## src/hdl/mwcbp_pkg.sv

```systemverilog
// shared types and constants of the multiword coefficient bit packer
package mwcbp_pkg;

	// coefficient part geometry
	localparam int PART_BITS = 32;
	localparam int MAX_PARTS = 32;
	localparam int PIDX_W    = (MAX_PARTS > 1) ? $clog2(MAX_PARTS) : 1;

	// field widths
	localparam int CHUNK_W = 11;
	localparam int BYTES_W = 40;
	localparam int COUNT_W = 3;

	// one input request
	typedef struct packed {
		logic [31:0] part_word;
		logic        is_last;
	} in_item_t;

	// one result request
	typedef struct packed {
		logic [BYTES_W-1:0] packed_bytes;
		logic [COUNT_W-1:0] byte_count;
		logic               stream_end;
	} out_item_t;

	// carried bit buffer and position inside the coefficient
	typedef struct packed {
		logic [6:0]        bits;
		logic [2:0]        count;
		logic [PIDX_W-1:0] part_idx;
	} pack_state_t;

endpackage

```

## src/hdl/mwcbp_merge.sv

```systemverilog
// combinational merge of one part into the pending bit buffer
module mwcbp_merge (
	input  logic [mwcbp_pkg::CHUNK_W-1:0] chunk_bits,
	input  mwcbp_pkg::in_item_t           item,
	input  mwcbp_pkg::pack_state_t        cur,
	output mwcbp_pkg::pack_state_t        nxt,
	output mwcbp_pkg::out_item_t          result
);
	import mwcbp_pkg::*;

	localparam logic [11:0] WMAX = 12'(PART_BITS * MAX_PARTS);

	logic [11:0] cb_ext;
	logic [11:0] w;
	logic [11:0] w_m1;
	logic [6:0]  last_idx;
	logic        last_part;
	logic [5:0]  rem_size;
	logic [5:0]  size;
	logic [31:0] word_mask;
	logic [31:0] word_m;
	logic [38:0] acc;
	logic [5:0]  cnt;
	logic [2:0]  nbytes;
	logic [5:0]  byte_shift;
	logic [39:0] byte_mask;
	logic [39:0] bytes;
	logic [38:0] tail;
	logic        flush;

	// clamp the width and locate the remainder part
	always_comb begin
		cb_ext = {1'b0, chunk_bits};
		if (cb_ext == 12'd0) begin
			w = 12'd1;
		end else if (cb_ext > WMAX) begin
			w = WMAX;
		end else begin
			w = cb_ext;
		end
		w_m1      = w - 12'd1;
		last_idx  = w_m1[11:5];
		last_part = 7'(cur.part_idx) >= last_idx;
		rem_size  = {1'b0, w_m1[4:0]} + 6'd1;
		size      = last_part ? rem_size : 6'd32;
	end

	// mask the part and append it behind the pending bits
	always_comb begin
		word_mask  = (size == 6'd32) ? '1 : ((32'd1 << size[4:0]) - 32'd1);
		word_m     = item.part_word & word_mask;
		acc        = ({7'd0, word_m} << cur.count) | {32'd0, cur.bits};
		cnt        = {3'd0, cur.count} + size;
		nbytes     = cnt[5:3];
		byte_shift = {nbytes, 3'b000};
		byte_mask  = (40'd1 << byte_shift) - 40'd1;
		bytes      = {1'b0, acc} & byte_mask;
		tail       = acc >> byte_shift;
		flush      = item.is_last && (cnt[2:0] != 3'd0);
	end

	// result and next buffer state
	always_comb begin
		result.packed_bytes = bytes;
		if (flush) begin
			result.packed_bytes = bytes | ({32'd0, tail[7:0]} << byte_shift);
		end
		result.byte_count = nbytes + {2'd0, flush};
		result.stream_end = item.is_last;
		if (item.is_last) begin
			nxt = '0;
		end else begin
			nxt.bits     = tail[6:0];
			nxt.count    = cnt[2:0];
			nxt.part_idx = last_part ? '0 : cur.part_idx + 1'b1;
		end
	end

endmodule

```

## src/hdl/multiword_coefficient_bit_packer.sv

```systemverilog
// top level of the multiword coefficient bit packer
//
// Packs coefficients of chunk_bits bits into a dense LSB-first byte stream.
// Each coefficient arrives as 32-bit parts, least significant first; the
// last part of a coefficient carries the remainder of the width and its
// upper bits are masked off.
// Channels: in_valid/in_stall/in_data carry parts, out_valid/out_stall/
// out_data carry up to five finished bytes with a count; a request moves
// on a clock edge with valid high and stall low. cfg_valid/cfg_ready/
// cfg_data write chunk_bits (always ready); write it only while idle.
// A part passes the input register, then the merge into the result
// register. Throughput is one part per cycle unless out_stall holds a
// result, set by the combinational merge into the carried bit buffer.
// A part with is_last set flushes the partial byte zero padded and
// clears the buffer and part position for a new stream.
// Reset clears the buffer, the part position and both valids, and sets
// chunk_bits to 32. While out_stall holds a result, one more request is
// taken into the input register, after which in_stall rises.
module multiword_coefficient_bit_packer (
	input  logic                           clk,
	input  logic                           arst_n,
	input  logic                           cfg_valid,
	output logic                           cfg_ready,
	input  logic [mwcbp_pkg::CHUNK_W-1:0]  cfg_data,
	input  logic                           in_valid,
	output logic                           in_stall,
	input  mwcbp_pkg::in_item_t            in_data,
	output logic                           out_valid,
	input  logic                           out_stall,
	output mwcbp_pkg::out_item_t           out_data
);
	import mwcbp_pkg::*;

	logic [CHUNK_W-1:0] chunk_bits_q;
	logic               valid_s1;
	in_item_t           item_s1;
	logic               out_valid_q;
	out_item_t          out_q;
	pack_state_t        state_q;
	pack_state_t        state_nxt;
	out_item_t          result;
	logic               out_free;
	logic               adv_s1;

	// configuration register
	assign cfg_ready = 1'b1;
	always_ff @(posedge clk or negedge arst_n) begin
		if (!arst_n) begin
			chunk_bits_q <= CHUNK_W'(PART_BITS);
		end else if (cfg_valid && cfg_ready) begin
			chunk_bits_q <= cfg_data;
		end
	end

	// flow control
	assign out_free = !out_valid_q || !out_stall;
	assign adv_s1   = valid_s1 && out_free;
	assign in_stall = valid_s1 && !out_free;

	// input register
	always_ff @(posedge clk or negedge arst_n) begin
		if (!arst_n) begin
			valid_s1 <= 1'b0;
		end else if (!in_stall) begin
			valid_s1 <= in_valid;
		end
	end

	always_ff @(posedge clk) begin
		if (in_valid && !in_stall) begin
			item_s1 <= in_data;
		end
	end

	// merge logic
	mwcbp_merge u_merge (
		.chunk_bits (chunk_bits_q),
		.item       (item_s1),
		.cur        (state_q),
		.nxt        (state_nxt),
		.result     (result)
	);

	// carried buffer state
	always_ff @(posedge clk or negedge arst_n) begin
		if (!arst_n) begin
			state_q <= '0;
		end else if (adv_s1) begin
			state_q <= state_nxt;
		end
	end

	// result register
	always_ff @(posedge clk or negedge arst_n) begin
		if (!arst_n) begin
			out_valid_q <= 1'b0;
		end else if (out_free) begin
			out_valid_q <= valid_s1;
		end
	end

	always_ff @(posedge clk) begin
		if (adv_s1) begin
			out_q <= result;
		end
	end

	assign out_valid = out_valid_q;
	assign out_data  = out_q;

endmodule

```

## config.mk

```make
export PLATFORM = sky130hd
export DESIGN_NAME = multiword_coefficient_bit_packer
export DESIGN_NICKNAME = d
export VERILOG_FILES = /design/src/hdl/mwcbp_pkg.sv /design/src/hdl/mwcbp_merge.sv /design/src/hdl/multiword_coefficient_bit_packer.sv
export SDC_FILE = /design/constraint.sdc
export NUM_CORES = 1
export LEC_CHECK = 0
export BUFFER_PORTS_ARGS = -buffer_cell sky130_fd_sc_hd__buf_4
export CELL_PAD_IN_SITES_DETAIL_PLACEMENT = 0
export CELL_PAD_IN_SITES_GLOBAL_PLACEMENT = 1
export CORE_MARGIN = 2
export CORE_UTILIZATION = 50
export CTS_BUF_LIST = sky130_fd_sc_hd__clkbuf_4
export DETAILED_ROUTE_END_ITERATION = 8
export PLACE_DENSITY = 0.95
export SLEW_MARGIN = 20
export SYNTH_ARGS = -nofsm -noshare
export SYNTH_HDL_FRONTEND = slang
export SYNTH_HIERARCHICAL = 1
export SYNTH_SLANG_ARGS = --single-unit
```

## constraint.sdc

```tcl
create_clock -name clk -period 15.2 [get_ports clk]
set_clock_uncertainty 0.2 [all_clocks]
set_input_delay 0.76 -clock clk [delete_from_list [all_inputs] [get_ports clk]]
set_output_delay 0.76 -clock clk [all_outputs]
set_load 0.05 [all_outputs]
```

**After elaboration in Yosys (flattened, before gate mapping)**

Cells that the tools add are included.

- Logic and storage cells: 48
- Register bits after elaboration: 105
- Input bits: 49

- Add/sub/neg operators: 7
- $lt $le $gt $ge: 2
- Bitwise gates (word level): 4
- Shift-type cells: 5
- Eq/ne operators: 1
- Reductions and logical operators: 11
- Mux-type cells: 7

Operator list:

| kind | count |
|---|---|
| $and 39x40->40 | 1 |
| $mux 40 | 1 |
| $or 40x40->40 | 1 |
| $shl 1x6->40 const A | 1 |
| $shl 8x6->40 | 1 |
| $sub 40x1->40 const B | 1 |
| $or 39x7->39 | 1 |
| $shl 32x3->39 | 1 |
| $shr 39x6->8 | 1 |
| $and 32x32->32 | 1 |
| $mux 32 | 1 |
| $shl 1x5->32 const A | 1 |
| $sub 32x1->32 const B | 1 |
| $mux 15 | 1 |
| $mux 12 | 1 |
| $sub 12x1->12 const B | 1 |
| $gt 11x11->1 const B | 1 |
| $logic_not 11->1 | 1 |
| $mux 11 | 1 |
| $ge 5x7->1 | 1 |
| $add 3x6->6 | 1 |
| $add 5x1->6 const B | 1 |
| $eq 6x6->1 const B | 1 |
| $mux 6 | 1 |
| 7 further kinds | 13 |

**Depth between registers and ports, before layout**

- Depth after elaboration: 16
- Depth in mapped cells: 32

**By module**

Netlist, hierarchy kept.

By module, submodules not included:

| module | sequential area each (um2) | times used | cells each | area an instance (um2) |
|---|---|---|---|---|
| mwcbp_merge | 0.0 | 1 | 759 | 4690.7 |
| multiword_coefficient_bit_packer | 3014.1 | 1 | 141 | 3425.8 |

**Least setup slack after synthesis**

OpenSTA, ideal clock, no wires.

- Kind: register to register
- From: register chunk_bits_q[3]
- To: register out_q (netlist bit out_data[31]), data pin
- Clock period less this slack: 6653 ps
- Setup slack: 8547 ps
- Arrival time: 6189 ps
- Cell stages (with the launch flop): 32
- Library setup time: 264 ps
- Cell sequence: dfrtp_1 > clkbuf_1 > nor3_1 > nand2_1 > nor2_1 > o21ai_0 > ha_1 > buf_2 > o21ai_0 > xnor2_1 > ha_1 > a21o_1 > a31oi_1 > o21ai_1 > nand2_1 > clkbuf_1 > nor2_1 > ha_1 > fa_1 > a21oi_1 > nor2_1 > mux2i_4 > clkbuf_1 > buf_1 > nand3_1 > ha_1 > inv_1 > a21oi_1 > o2111ai_1 > o31ai_1 > a211oi_1 > a21oi_1

RTL lines:

| what | RTL line | source |
|---|---|---|
| start: declaration | multiword_coefficient_bit_packer.sv:34 | `logic [CHUNK_W-1:0] chunk_bits_q;` |
| start signal: assignment | multiword_coefficient_bit_packer.sv:49 | `chunk_bits_q <= CHUNK_W'(PART_BITS);` |
| start signal: assignment | multiword_coefficient_bit_packer.sv:51 | `chunk_bits_q <= cfg_data;` |
| end signal: assignment | multiword_coefficient_bit_packer.sv:104 | `out_q <= result;` |
| end: declaration | multiword_coefficient_bit_packer.sv:38 | `out_item_t out_q;` |

==> results.md <==
- Max_slew headroom: 0.259
- Flop2flop setup slack: between 6 and 7 ns
- Clock root buffer: clkbuf_4
- Layout cells sized above 1: 0.191
- CTS tree: built
- Row cnt: between 40 and 50
- Cell taking the most area after synthesis: edfxtp_1
- Pwr Density: between 90 and 100 nW/um^2
- Area growth, synth to finish: 12.2%
- Tcrit/Tclk final: 0.556
- Synth Flop Type: edfxtp_1
- Starting Density: 0.511
- Grt ovf: 0
- Least-Margin Pin Slew: around 1.1 ns
- # DRC: 0
- Simple logic cell fraction of the synthesized area: 0.190
- Startpoint Class: register
- Sw Pwr: around 350 uW
- Final setup vio count: 0
- Async set-reset flop share out of synthesis: 0.267
- Synth Area per Inst: around 9.0 um^2
- Final GP Congestion: 0.983
- Overall via count from detail_route: 8170
- Detail Placement HPWL: just over 20 mm
- Clk slew on worst S/H paths: roughly 0.20 ns
- Sw frac: 0.421
- Wire per inst: approximately 24 um
- IR drop worst, VDD: between 0.00005 and 0.00006 V
- Yosys top cell area share: 0.285
- Crit end category: register
- Clk Latency, worst-skew pair: ~0.53 ns
- Mux contribution to synthesized area: 0.0754
- Die H: ~130 um
- Status: finished, final reports clean
- RSZ-0062 raised after global routing: no
- Core footprint: roughly 16000 um^2
- Adder-cell share of the synthesized area: 0.0256
- Clk pwr share: 0.173
- Seq pwr share: 0.434
- Max Root-Sink Buffers: 2
- Compound-cell area share of the yosys netlist: 0.282
- Seq cells post-synth: roughly 110
- First-pass DRT Iterations: 7
- Synth top area cells: edfxtp_1, dfrtp_1, nand2_1, o21ai_0, nor2_1
- ANT nets after route: 0
- Largest family of logic cells by synthesized area: compound AO/OA/AOI/OAI gates
- Sink Count: around 110
- Worst Hold Class: input port to register
- EDFF count, synth: a little under 80
- Die Span X: approximately 130 um
- WP data arrival: 8.52 ns
- Vias in the first global route: between 7000 and 8000
- Gr usage total: 0.319
- Post-Syn Nets: approximately 970
- Setup TNS: 0 ns
- Pin count of the biggest net entering global routing: 60
- Minimum clock period: roughly 8.4 ns
- Nets: 1027
- I/O Buffers: 94
- F_max: roughly 120 MHz
- Num ports: 96
- CTS buffer count: 9
- Comb pwr share: 0.394
- First-pass GRT wire length: 43.1 mm
- Seq/Total Area, Yosys: 0.371
- Initial antenna violation count: 1
- Die area: 17300 um^2
- Hold Fails Final Rpt: 0
- Req. time, crit path: ~15 ns
- Hold WS: between 0.2 and 0.25 ns
- Max Cap Viol: 0
- Total wire length: ~28 mm
- Leak: 3.39 nW
- Number of vias per cell: 6.90
- CP Max Fanout: 28
- Int Pwr: just under 500 uW
- Postcts setup bufs: 0
- Initial drt markers: between 1000 and 1500
- Number of synthesis warnings: 6
- Synthesized area: about 8000 um^2
- Final Slew Violations: 0
- Unique masters post-synth: approximately 90
- H-tree depth: 3
- Post-Syn Instances: 900
- Crit path kind: register to register
- XOR/XNOR Fraction of Synth Area: 0.0128
-- per-stage QoR --
step / instances / cell area, um^2 / setup slack (ns) / util / power [mW]
floorplan: 900 / 8120 / 8.55 / - / 0.587
global placement: 1166 / 8960 / 7.36 / 0.564 / 0.689
detailed placement: 1166 / 8960 / 7.05 / 0.564 / 0.690
CTS: 1183 / 9100 / 6.98 / 0.573 / 0.834
global route: 1184 / 9100 / 6.11 / 0.573 / 0.873
finish: 1184 / 9100 / 6.75 / 0.573 / 0.838
-- kinds of logic (layout without fill, tap and decap cells) --
| family | Yosys count | count (layout) |
|---|---|---|
| AO/OA/AOI/OAI | 321 | 321 |
| other | 2 | 3 |
| buffers and inverters | 80 | 147 |
| XOR/XNOR | 11 | 11 |
| flip-flops | 105 | 105 |
| multiplexers | 50 | 50 |
| adder cells (fa/ha/maj) | 16 | 16 |
| AND/OR/NAND/NOR | 315 | 315 |
-- critical path, stage by stage (launching register included) --
cell and delay (ns):
dfrtp_1 0.83, clkinv_1 0.49, o21ai_0 0.29, ha_1 0.46, o21ai_0 0.30, o21bai_1 0.20
o311ai_0 0.15, ha_1 0.32, nand2_1 0.08, o21ai_1 0.53, nand2_1 0.62, nor2_1 0.28
ha_1 0.22, fa_1 0.22, a21oi_1 0.07, nor2_1 0.19, mux2i_4 0.76, nand2_1 0.22
nor2_1 0.41, inv_1 0.14, ha_1 0.33, inv_1 0.15, a21oi_1 0.11, o2111ai_1 0.16
o31ai_1 0.12, a211oi_1 0.20, a21oi_1 0.09
-- area by class of cell --
class / instances / area, um^2
timing repair buffer: 112 / 843
sequential: 105 / 3010
clock inverter: 7 / 61.3
fill: 1461 / 6780
clock buffer: 9 / 67.6
inverter: 19 / 71.3
multi-input combinational: 715 / 4770
antenna: 1 / 2.50
tap: 216 / 270
-- final timing paths --
path                                   from         endpoint  cells past startpoint
setup reg to reg           chunk_bits_q[10]     out_data[31]                     26
max in group asynchronous            arst_n      state_q[12]                      2
hold reg to reg                    valid_s1        out_valid                      1
hold / removal                   in_data[8]       item_s1[8]                      1
min in group asynchronous            arst_n  chunk_bits_q[0]                      2
setup / recovery           chunk_bits_q[10]     out_data[31]                     26
-- sequential cells by signal (all words and copies together), names as in the netlist --
name and flops:
state_q 15, chunk_bits_q 11, valid_s1 1, out_data 44, item_s1 33, out_valid 1
-- placed cells by master, fill, tap and decap left out, drive strengths merged, types with 19 or more instances in the layout --
| cell type | instances |
|---|---|
| nand3 | 47 |
| nor2 | 73 |
| nor3 | 33 |
| edfxtp | 77 |
| a21oi | 53 |
| a31oi | 22 |
| o211ai | 20 |
| buf | 111 |
| nand2 | 80 |
| o21ai | 57 |
| inv | 22 |
| mux2 | 32 |
| a211oi | 19 |
| dfrtp | 27 |
-- cell usage after synthesis (6+ instances only) --
library cell  count
and3_1           12
ha_1             15
a211oi_1         18
nor4_1           10
buf_2             6
a21o_1            7
a311oi_1          8
nand2_1          80
and2_1           13
o22ai_1          11
a31oi_1          22
dfrtp_1          27
edfxtp_1         77
o21a_1            9
clkbuf_1         47
xnor2_1           6
nand2b_1          7
o2111ai_1        10
a21oi_1          53
or3_1             6
o31ai_1          16
mux2_2           23
nor3_1           32
nand3_1          46
mux2i_1          15
mux2_4            9
o41ai_1           6
inv_1            16
a22oi_1           6
o211ai_1         20
nor2b_1          16
o21ai_0          55
nor2_1           73
a211o_1           7
-- metal layers --
layer	vias up	wire, um	track usage
met5	-	0	0
met4	0	1280	0.146
met3	87	3040	0.0598
met2	591	12000	0.469
met1	3838	11700	0.457
li1	3654	-	-
-- power groups by stage --
stage | clock [mW] | sequential (mW) | combinational (mW)
floorplan | 0 | 0.407 | 0.179
global placement | 0 | 0.369 | 0.320
detailed placement | 0 | 0.369 | 0.321
CTS | 0.149 | 0.363 | 0.322
global route | 0.157 | 0.368 | 0.348
finish | 0.145 | 0.363 | 0.330
-- repair_timing --
action | in CTS | in global routing
hold buffers | 1 | 0
gates resized for setup | 0 | 0
hold endpoints to repair | 27 | 0
Note: power is estimated with default switching activity, not from simulation.
